### src/hw/rtl/dos_pkg.sv
// Package: widths, codes and register indexes for the Duffing oscillator step block.
`default_nettype none
package dos_pkg;
  localparam int unsigned DataW = 32;
  localparam int unsigned DtW = 17;
  localparam int unsigned ModeW = 3;
  localparam int unsigned CfgIdxW = 3;
  localparam int unsigned InDataW = 96;
  localparam int unsigned OutDataW = 128;

  localparam logic [CfgIdxW-1:0] REG_DT = 3'd0;
  localparam logic [CfgIdxW-1:0] REG_DAMP = 3'd1;
  localparam logic [CfgIdxW-1:0] REG_OMEGA = 3'd2;
  localparam logic [CfgIdxW-1:0] REG_BETA = 3'd3;
  localparam logic [CfgIdxW-1:0] REG_MODE = 3'd4;
  localparam logic [CfgIdxW-1:0] REG_X0 = 3'd5;
  localparam logic [CfgIdxW-1:0] REG_V0 = 3'd6;

  localparam logic OP_STEP = 1'b0;
  localparam logic OP_RESTART = 1'b1;

  localparam logic signed [DataW-1:0] S32_MAX = 32'sh7fffffff;
  localparam logic signed [DataW-1:0] S32_MIN = 32'sh80000000;

  function automatic logic signed [DataW-1:0] sat32(input logic signed [67:0] v);
    if (v > 68'sd2147483647) return S32_MAX;
    if (v < -68'sd2147483648) return S32_MIN;
    return v[DataW-1:0];
  endfunction

  // v / 2^16 (or / 2^17 when half is set), rounded half away from zero, saturated
  function automatic logic signed [DataW-1:0] rnd_shr(input logic signed [67:0] v,
                                                      input logic half);
    logic [67:0] m, r;
    m = v < 0 ? -v : v;
    r = half ? (m + 68'd65536) >> 17 : (m + 68'd32768) >> 16;
    if (v < 0) return r > 68'd2147483648 ? S32_MIN : 32'(-r);
    return r > 68'd2147483647 ? S32_MAX : r[DataW-1:0];
  endfunction
endpackage
`default_nettype wire

### src/hw/rtl/dos_div.sv
// Shared multi-cycle signed divider: round half away from zero, saturate to 32 bits.
`default_nettype none
module dos_div (
  input  wire logic               clk,
  input  wire logic               rst,
  input  wire logic               start,
  input  wire logic signed [67:0] num,
  input  wire logic signed [67:0] den,
  output logic                    done,
  output logic signed [31:0]      quo
);
  localparam int unsigned W = 68;
  logic [W-1:0] nm, dm, rem, q;
  logic [6:0] cnt;
  logic busy, neg, nz, dz;
  logic [W:0] trial;
  logic [W-1:0] rem_sh;

  always_comb begin
    rem_sh = {rem[W-2:0], nm[W-1]};
    trial = {1'b0, rem_sh} - {1'b0, dm};
  end

  always_ff @(posedge clk) begin
    if (rst) begin
      busy <= 1'b0;
      done <= 1'b0;
    end else begin
      done <= 1'b0;
      if (start) begin
        nm <= (num < 0 ? -num : num) + ((den < 0 ? -den : den) >> 1);
        dm <= den < 0 ? -den : den;
        neg <= (num < 0) != (den < 0);
        nz <= num != 0;
        dz <= den == 0;
        rem <= '0;
        q <= '0;
        cnt <= 7'(W);
        busy <= 1'b1;
      end else if (busy) begin
        if (!trial[W]) begin
          rem <= trial[W-1:0];
          q <= {q[W-2:0], 1'b1};
        end else begin
          rem <= rem_sh;
          q <= {q[W-2:0], 1'b0};
        end
        nm <= {nm[W-2:0], 1'b0};
        cnt <= cnt - 7'd1;
        if (cnt == 7'd1) busy <= 1'b0;
        if (cnt == 7'd1) done <= 1'b1;
      end
    end
  end

  logic [W-1:0] qf;
  assign qf = trial[W] ? {q[W-2:0], 1'b0} : {q[W-2:0], 1'b1};
  always_ff @(posedge clk) begin
    if (busy && cnt == 7'd1) begin
      if (dz) quo <= !nz ? 32'sd0 : (neg ? dos_pkg::S32_MIN : dos_pkg::S32_MAX);
      else if (neg) quo <= qf > 68'd2147483648 ? dos_pkg::S32_MIN : 32'(-qf);
      else quo <= qf > 68'd2147483647 ? dos_pkg::S32_MAX : qf[31:0];
    end
  end
endmodule
`default_nettype wire

### config.mk
export PLATFORM = sky130hd
export DESIGN_NAME = dos_div
export DESIGN_NICKNAME = d
export VERILOG_FILES = /design/src/hw/rtl/dos_pkg.sv /design/src/hw/rtl/dos_div.sv
export SDC_FILE = /design/constraint.sdc
export NUM_CORES = 1
export LEC_CHECK = 0
export BUFFER_PORTS_ARGS = -buffer_cell sky130_fd_sc_hd__buf_2
export CAP_MARGIN = 30
export CORE_MARGIN = 2
export CORE_UTILIZATION = 57
export CTS_BUF_LIST = sky130_fd_sc_hd__clkbuf_4
export CTS_CLUSTER_SIZE = 12
export DETAILED_ROUTE_END_ITERATION = 7
export HOLD_SLACK_MARGIN = 0.1
export PLACE_DENSITY = 0.9
export SYNTH_ARGS = -nofsm -noshare
export SYNTH_HDL_FRONTEND = slang
export SYNTH_SLANG_ARGS = --single-unit
### constraint.sdc
create_clock -name clk -period 12.39 [get_ports clk]
set_input_delay 3.0975 -clock clk [delete_from_list [all_inputs] [get_ports clk]]
set_output_delay 3.0975 -clock clk [all_outputs]
set_load 0.03 [all_outputs]
======== Word-level counts from Yosys, hierarchy flattened ========
Index checks and enable logic that the tools add are counted.
cells by class
  bitwise logic cells ..................... 2
  equality and inequality tests ........... 2
  muxes and demuxes ....................... 19
  $lt $le $gt $ge ......................... 4
  reduce and logical (&&, ||, !) cells .... 7
  add/subtract/negate cells ............... 6
operators by type and width
  kind                                                                                count
  68-bit two-way mux                                                                  4
  67-bit two-way mux                                                                  3
  32-bit two-way mux                                                                  6
  68-bit by 1-bit < comparator with 1-bit output (second input constant)              2
  68-bit negator                                                                      2
  68-bit by 68-bit subtractor with 69-bit output                                      1
  68-bit adder                                                                        1
  68-bit by 31-bit greater-than comparator with 1-bit output (second input constant)  1
  68-bit by 32-bit greater-than comparator with 1-bit output (second input constant)  1
  68-bit logical NOT                                                                  1
  68-bit nonzero test                                                                 1
  32-bit negator                                                                      1
  7-bit by 1-bit equality test with 1-bit output (second input constant)              1
  7-bit two-way mux                                                                   1
  7-bit by 1-bit subtractor with 7-bit output (second input constant)                 1
  1-bit two-way mux                                                                   5
  2-bit AND reduction                                                                 2
  3-bit OR reduction                                                                  1
  1-bit NOT                                                                           2
  2-bit nonzero test                                                                  1
  1-bit logical AND                                                                   1
  1-bit != test                                                                       1
word-level totals
  register bits after elaboration ......... 314
  word-level logic and storage cells ...... 51
  input bits .............................. 139
  output and inout port bits .............. 33

======== Depth between registers and ports, before layout ========
Gate-level depths: netlist of run 1.
  depth in word-level cells ............... 6
  mapped depth ............................ 26
  gate-level depth less buffers ........... 24

======== Worst setup path after synthesis of run 1 ========
Ideal clock, no wire load.
  path kind ............................... input to register
  start point ............................. input start
  end point ............................... register cnt[0] (enable)
  path slack .............................. -0.804 ns
  arrival ................................. 12.413 ns
  library setup time ...................... 0.782 ns
  stages on the path ...................... 4
  buffers on the path ..................... 2
  cell sequence ........................... clkbuf_1 > clkbuf_1 > nor2_1 > nor2_1
between the ends
  longest elaborated chain between the ends .. 2
ends and longest elaborated chain
  item                           line           text
  start, declared                dos_div.sv:6   input wire logic start,
  2-bit nonzero test (no line)   n/a
  2-bit AND reduction (no line)  n/a
  end signal, assigned           dos_div.sv:38  cnt <= 7'(W);
  end signal, assigned           dos_div.sv:49  cnt <= cnt - 7'd1;
  end, declared                  dos_div.sv:14  logic [6:0] cnt;
No other way between the ends.
A chain may end at the register's enable or synchronous reset.

======== Final worst setup path of run 1 ========
  start point ............................. input num[14]
  end point ............................... register nm[66], data pin
between the ends
  longest elaborated chain between the ends .. 4
ends and longest elaborated chain
  item                                                                              line           text
  start, declared                                                                   dos_div.sv:7   input wire logic signed [67:0] num,
  68-bit negator or 68-bit by 1-bit < comparator with 1-bit output (tied branches)  dos_div.sv:31  nm <= (num < 0 ? -num : num) + ((den < 0 ? -den : den) >> 1);
  68-bit two-way mux (*)                                                            dos_div.sv:31
  68-bit adder (*)                                                                  dos_div.sv:31
  68-bit two-way mux (*)                                                            dos_div.sv:30  if (start) begin
  end signal, assigned                                                              dos_div.sv:31
  end signal, assigned                                                              dos_div.sv:48  nm <= {nm[W-2:0], 1'b0};
  end, declared                                                                     dos_div.sv:13  logic [W-1:0] nm, dm, rem, q;
Mark *: on every way between the ends. The rest lies on a longest branch, timed or not.

==> impl_results.md, run 1 <==
- Worst-skew pair later-pin latency: ~0.81 ns
- Wirelength per Cell: 19.7 um
- Slew at the pin closest to its max-slew limit: ~1 ns
- # clock sinks: 314
- CTS Buffer Depth: 3
- FF-to-FF Start: nm[67]
- Post-CTS Resized: 0
- Ys async rst share: 0%
- Cell Pwr Density: approximately 130 mW/mm^2
- Final setup vio count: 0
- Sequential fraction of the synthesis area: between 30% and 40%
- Syn Nets: 2811
- Vias: 21000
- Synth Flop Type: edfxtp_1
- DRT iter0 DRCs: around 2100
- EDFF count, synth: about 310
- #FFs+latches synth: ~310
- Max VDD drop: around 0.000067 V
- FF-to-FF End: quo[30]
- Commonest non-fill, non-tap cell in the layout: edfxtp_1
- CTS tree: built
- Share of cells above drive strength 1: 14.8%
- Leak: ~10 nW
- Worst min path class: flop to flop
- Rows: between 70 and 80
- # H-tree levels: 3
- Gate Count Post-Synth: 2530
- Ys Warns: 0
- Total CTS buffers: 86
- Post-synth top area share: a little under 40%
- Top Ports: around 170
- Layout area overhead: 10.1%
- Clk Tree Root Cell: clkbuf_4
- Synth Cell Area: between 0.02 and 0.025 mm^2
- PortBufs: 171
- Synth top area cells: edfxtp_1 (39%), xnor2_1 (7.5%), ha_1 (7.4%), a21oi_1 (4.4%), nand2_1 (3.8%)
- Die ar.: approximately 0.043 mm^2
- Worst setup margin: approximately 4.1 ns
- Worst Path Arrival: between 8 and 9 ns
- Leading cell types in the layout, fill and taps excluded: edfxtp_1 (312), nand2_1 (243), a21oi_1 (208), xnor2_1 (205), buf_2 (170)
- Die Span Y: around 210 um
- Initial antenna violation count: 6
- Fin Setup TNS: 0 ns
- Fmax: 121 MHz
- Distinct cell type count after synthesis: 80
- Clock Skew: roughly 0.070 ns
- DRC: 0
- Cell taking the most area after synthesis: edfxtp_1
- Final #Nets: between 2000 and 3000
- End of the worst hold path: nm[37]
- Setup WS pre-CTS: approximately 3.4 ns
- Remaining antenna violation count after routing: 0
- Hold_ws: around 0.53 ns
- Critical path launch point type: primary input
- First-pass iteration count of the detailed router: 6
- Reg2Reg Depth: 23
- DP HPWL: ~48 mm
- CP required: ~13 ns
- Util after Layout: 63.9%
- Hold-fix buffers, CTS: 0
- GR Overflow Total: 0
- CP Class: primary input to flop
- Die Span X: 208 um
- Core ar.: slightly above 0.04 mm^2
- Crit path max fanout: 8
- Total routed wirelength: between 60 and 70 mm
- Max-slew headroom: between 30 and 40%
- Fin. Hold Viols: 0
- Initial core utilization: between 50% and 60%
- Vias in the first global route: slightly below 20000
- Max-slew violations: 0
- GRT Overall Usage: between 20% and 30%
- Vias per cell: 6.37
- R2R setup slack: roughly 5.6 ns
- Final period util: about 67%
- Reg clk slew, reported paths: 0.06 ns
- Gpl congestion: between 0.9 and 1
- Source of the critical timing path: num[14]
- Hold depth: 1
- Max Cap Violations: 0
- Global-route wire length before repair: just over 100 mm
- Hold path startpoint: nm[36]
- Largest net degree at the start of global routing: 83
- Mean area per synthesized cell: 9.41 um^2
- RSZ-0062 raised after global routing: false
- Critical path capture point type: flop
- Status: complete, no violations
- Final Critical Period: 8.28 ns
- Setup Buffers After CTS: 0
[through the flow]
step / total power [mW] / std cells / instance area, um^2
CTS: 3.45 / 3294 / 26200
detailed placement: 2.47 / 3138 / 25000
floorplan: 2.20 / 2530 / 23800
global route: 3.64 / 3301 / 26200
finish: 3.46 / 3302 / 26200
global placement: 2.44 / 3138 / 25000
[cell usage after synthesis, types with 5 or more instances]
| master | count |
|---|---|
| a21oi_1 | 208 |
| a31oi_1 | 20 |
| a221o_1 | 9 |
| o21ai_0 | 147 |
| edfxtp_1 | 312 |
| nand2b_1 | 29 |
| buf_1 | 10 |
| or3_1 | 28 |
| a31o_2 | 5 |
| clkbuf_1 | 97 |
| and4_1 | 5 |
| xnor2_1 | 205 |
| nor4b_1 | 5 |
| and3_1 | 21 |
| nand4_1 | 40 |
| nand2_1 | 243 |
| a211o_1 | 9 |
| o21ai_1 | 7 |
| inv_1 | 125 |
| a21o_1 | 101 |
| xor2_1 | 42 |
| nor4_1 | 24 |
| ha_1 | 140 |
| nor2_1 | 138 |
| o21a_1 | 9 |
| a2111oi_0 | 8 |
| and2_1 | 8 |
| o21bai_1 | 41 |
| o31ai_1 | 48 |
| or4_1 | 28 |
| o211ai_1 | 17 |
| or2_2 | 14 |
| o22ai_1 | 9 |
| nor2b_1 | 88 |
| o41ai_1 | 31 |
| a211oi_1 | 28 |
| nand3_1 | 38 |
| o311ai_0 | 7 |
| a21boi_0 | 7 |
| a221oi_1 | 5 |
| nor3_1 | 39 |
| or3_4 | 5 |
| mux2_2 | 52 |
| nor3b_1 | 6 |
[cell families after synthesis]
group | after synthesis | synth area share (%)
compound gates | 757 | 20.8
xor+xnor | 247 | 9.09
fa+ha+maj | 142 | 7.53
buf+inv | 235 | 3.71
flops | 314 | 39.5
mux | 55 | 2.59
simple gates | 780 | 16.8
[area by class of cell]
type	count	area [um^2]
Timing Repair Buffer	184	980
Multi-Input combinational cell	1981	13500
Inverter	128	480
Antenna cell	7	17.5
Tap cell	532	666
Clock buffer	120	901
Fill cell	3311	14800
Sequential cell	314	9410
Clock inverter	36	220
[worst max-delay path, cell delays in order]
cell and delay [ns]:
buf_2 0.12, or4_1 0.59, or4_1 0.44, nand2b_1 0.18, or2_1 0.28, nand2b_1 0.27, or2_2 0.39, o41ai_1 0.32
xnor2_1 0.11, ha_1 0.39, a21o_1 0.22, a21o_1 0.17, a21oi_1 0.22, o311ai_0 0.17, o31ai_1 0.72, o211ai_1 0.26
a31oi_1 0.30, o21ai_0 0.14, xor2_1 0.16, mux2_2 0.26
[worst max-delay path by stage]
stage	to	slack (ns)	cells past startpoint
finish	nm[66]	4.11	20
CTS	nm[65]	4.29	24
global route	nm[66]	3.80	20
floorplan	cnt[0]	2.73	4
global placement	nm[65]	3.42	24
detailed placement	nm[65]	3.45	24
[state kept, by name, summed over array words and instances (netlist names)]
register / count
dm: 68
nm: 68
q: 67
rem: 67
quo: 32
cnt: 7
busy: 1
done: 1
dz: 1
neg: 1
nz: 1
[layer usage]
layer | track usage, % | part of all wire, % | vias to the layer above
li1 | - | - | 9826
met1 | 39.7 | 42 | 9918
met2 | 46.5 | 46 | 1129
met3 | 4.57 | 8.6 | 175
met4 | 13.4 | 3.8 | 0
met5 | 0 | 0 | -
[report_power, final]
group | switching, mW | internal (mW)
Sequential | 0.0438 | 1.30
Combinational | 0.687 | 0.463
Clock | 0.472 | 0.496
Note: power is estimated with default switching activity, not from simulation.
==> run 2: changes to the inputs <==
CORE_UTILIZATION = 64   (was 57)
PLACE_DENSITY = 0.95   (was 0.9)
clock period = 8.5 ns   (was 12.39 ns; I/O delays follow)
==> impl_results.md, run 2 (same netlist as run 1, synthesis figures left out) <==
- Status: finished with violations
- Violated checks: design-rule violations
- Worst-skew pair later-pin latency: 0.82 ns
- Setup Buffers After CTS: 0
- # clock sinks: 314
- GRT Overall Usage: between 30 and 40%
- Top Ports: 172
- Core ar.: 0.0366 mm^2
- First-pass iteration count of the detailed router: 8
- Remaining antenna violation count after routing: 0
- Final period util: 88.1%
- GR Overflow Total: 0
- CP Cell Sequence: buf_2 > or4_4 > or3_4 > nor4_4 > nand4_1 > or3_1 > nor3_2 > nand3_1 > or3_1 > or3_1 > o41ai_1 > xnor2_1 > ha_1 > and3_1 > nor3b_1 > o211ai_1 > nand2b_1 > a221oi_1 > xnor2_1 > o21ai_0
- Hold_ws: ~0.53 ns
- Final Critical Period: 7.48 ns
- Die ar.: around 0.039 mm^2
- Critical path capture point type: flop
- Cell Pwr Density: about 190 mW/mm^2
- CP max stage cell: or4_4
- Post-CTS Resized: 0
- Commonest non-fill, non-tap cell in the layout: edfxtp_1
- # H-tree levels: 3
- CTS tree: built
- Max Cap Violations: 0
- RSZ-0062 raised after global routing: false
- Sequential power share: between 30 and 40%
- Critical path launch point type: primary input
- Crit path max fanout: 6
- Leak: between 10 and 15 nW
- Worst Path Arrival: roughly 8 ns
- Fin. Hold Viols: 0
- Post-Place Cells: 3076
- Rows: 70
- Reg clk slew, reported paths: roughly 0.070 ns
- Total routed wirelength: 65.5 mm
- Vias per cell: 6.57
- Vias in the first global route: approximately 20000
- Wirelength per Cell: slightly above 20 um
- Fmax: 134 MHz
- Util after Layout: 71.2%
- CP required: around 9 ns
- CP Class: primary input to flop
- Reg2Reg Depth: 22
- Initial antenna violation count: 16
- Max VDD drop: ~0.00015 V
- P_int: ~3.2 mW
- PortBufs: ~170
- DRT iter0 DRCs: just over 2000
- Post-route cell area: between 0.02 and 0.03 mm^2
- Clock Power Share: 26.3%
- Slew at the pin closest to its max-slew limit: 0.983 ns
- Worst min path class: flop to flop
- Hold depth: 1
- Initial core utilization: about 65%
- DP HPWL: between 40 and 50 mm
- CP max stage delay: approximately 0.54 ns
- Top flop regs: dm (68), nm (68)
- R2R setup slack: roughly 2.2 ns
- Final setup vio count: 0
- Max-slew violations: 0
- Sw frac: 34.8%
- Hold-fix buffers, CTS: 0
- Leading cell types in the layout, fill and taps excluded: edfxtp_1 (312), nand2_1 (243), a21oi_1 (208), xnor2_1 (205), buf_2 (170)
- Gpl congestion: 0.954
- Total CTS buffers: between 80 and 90
- End of the worst hold path: nm[43]
- Final #Nets: 2977
- Global-route wire length before repair: 104 mm
- Cell mode on critical path: or3_1
- CTS Buffer Depth: 3
- Die Span Y: roughly 200 um
- Placed Area: ~0.025 mm^2
- Vias: ~21000
- FF-to-FF End: quo[30]
- Clock Skew: 0.0958 ns
- Fin cells: between 3000 and 4000
- Hold path startpoint: nm[42]
- Share of cells above drive strength 1: about 15%
- FF-to-FF Start: nm[67]
- Largest net degree at the start of global routing: between 80 and 90
- Layout area overhead: 9.48%
- Max-slew headroom: 32.8%
- Combinational cell fraction of total power: between 30% and 40%
- Clk Tree Root Cell: clkbuf_4
- DRC: 2
- Sw power: between 1.5 and 2 mW
- Fin Setup TNS: 0 ns
- Die Span X: 197 um
==> run 2: cell type report <==
class                      instances  area, um^2
multi-input combinational       1981       13500
clock inverter                    30         189
inverter                         128         480
clock buffer                     108         811
sequential                       314        9410
tap                              468         586
fill                            2724       10600
antenna                           16        40.0
timing repair buffer             188        1010
==> run 2: metrics by stage <==
step,setup slack [ns],power [mW]
6_report,1.02,4.94
5_1_grt,0.853,5.21
2_1_floorplan,1.18,3.20
4_1_cts,1.19,4.93
3_3_place_gp,0.528,3.56
3_5_place_dp,0.381,3.62
==> run 2: power groups by stage <==
stage          sequential [mW]  clock, mW  combinational (mW)
3_3_place_gp              1.98          0                1.59
5_1_grt                   1.97       1.40                1.84
4_1_cts                   1.95       1.33                1.65
6_report                  1.95       1.30                1.68
3_5_place_dp              1.98          0                1.63
2_1_floorplan             1.96          0                1.24
==> run 2: routing by layer <==
layer | share of wire [%] | global-route usage, % | up-vias
li1 | - | - | 9855
met3 | 8.0 | 5.87 | 195
met1 | 42 | 45.1 | 10100
met2 | 46 | 53.7 | 1065
met5 | 0 | 0 | -
met4 | 3.6 | 14.1 | 0
==> run 2: worst max-delay path: cells and delay by family <==
| family | cells | cell delay [ns] |
|---|---|---|
| xor gates and xnor gates | 2 | 0.43 |
| and+or+nand+nor | 12 | 4.08 |
| adders and majority gates | 1 | 0.38 |
| AOI/OAI and AO/OA | 4 | 0.83 |
| buffers and inverters | 1 | 0.11 |
==> run 2: worst max-delay path by stage <==
stage                     startpoint     end  slack [ns]  cells after the start
final                        den[14]  nm[67]        1.02                     20
after global routing         den[14]  nm[65]        0.85                     24
after CTS                    den[14]  nm[67]        1.19                     20
after detailed placement     den[14]  nm[67]        0.38                     22
after global placement       den[14]  nm[65]        0.53                     24
after floorplan              den[14]  nm[65]        1.18                     23
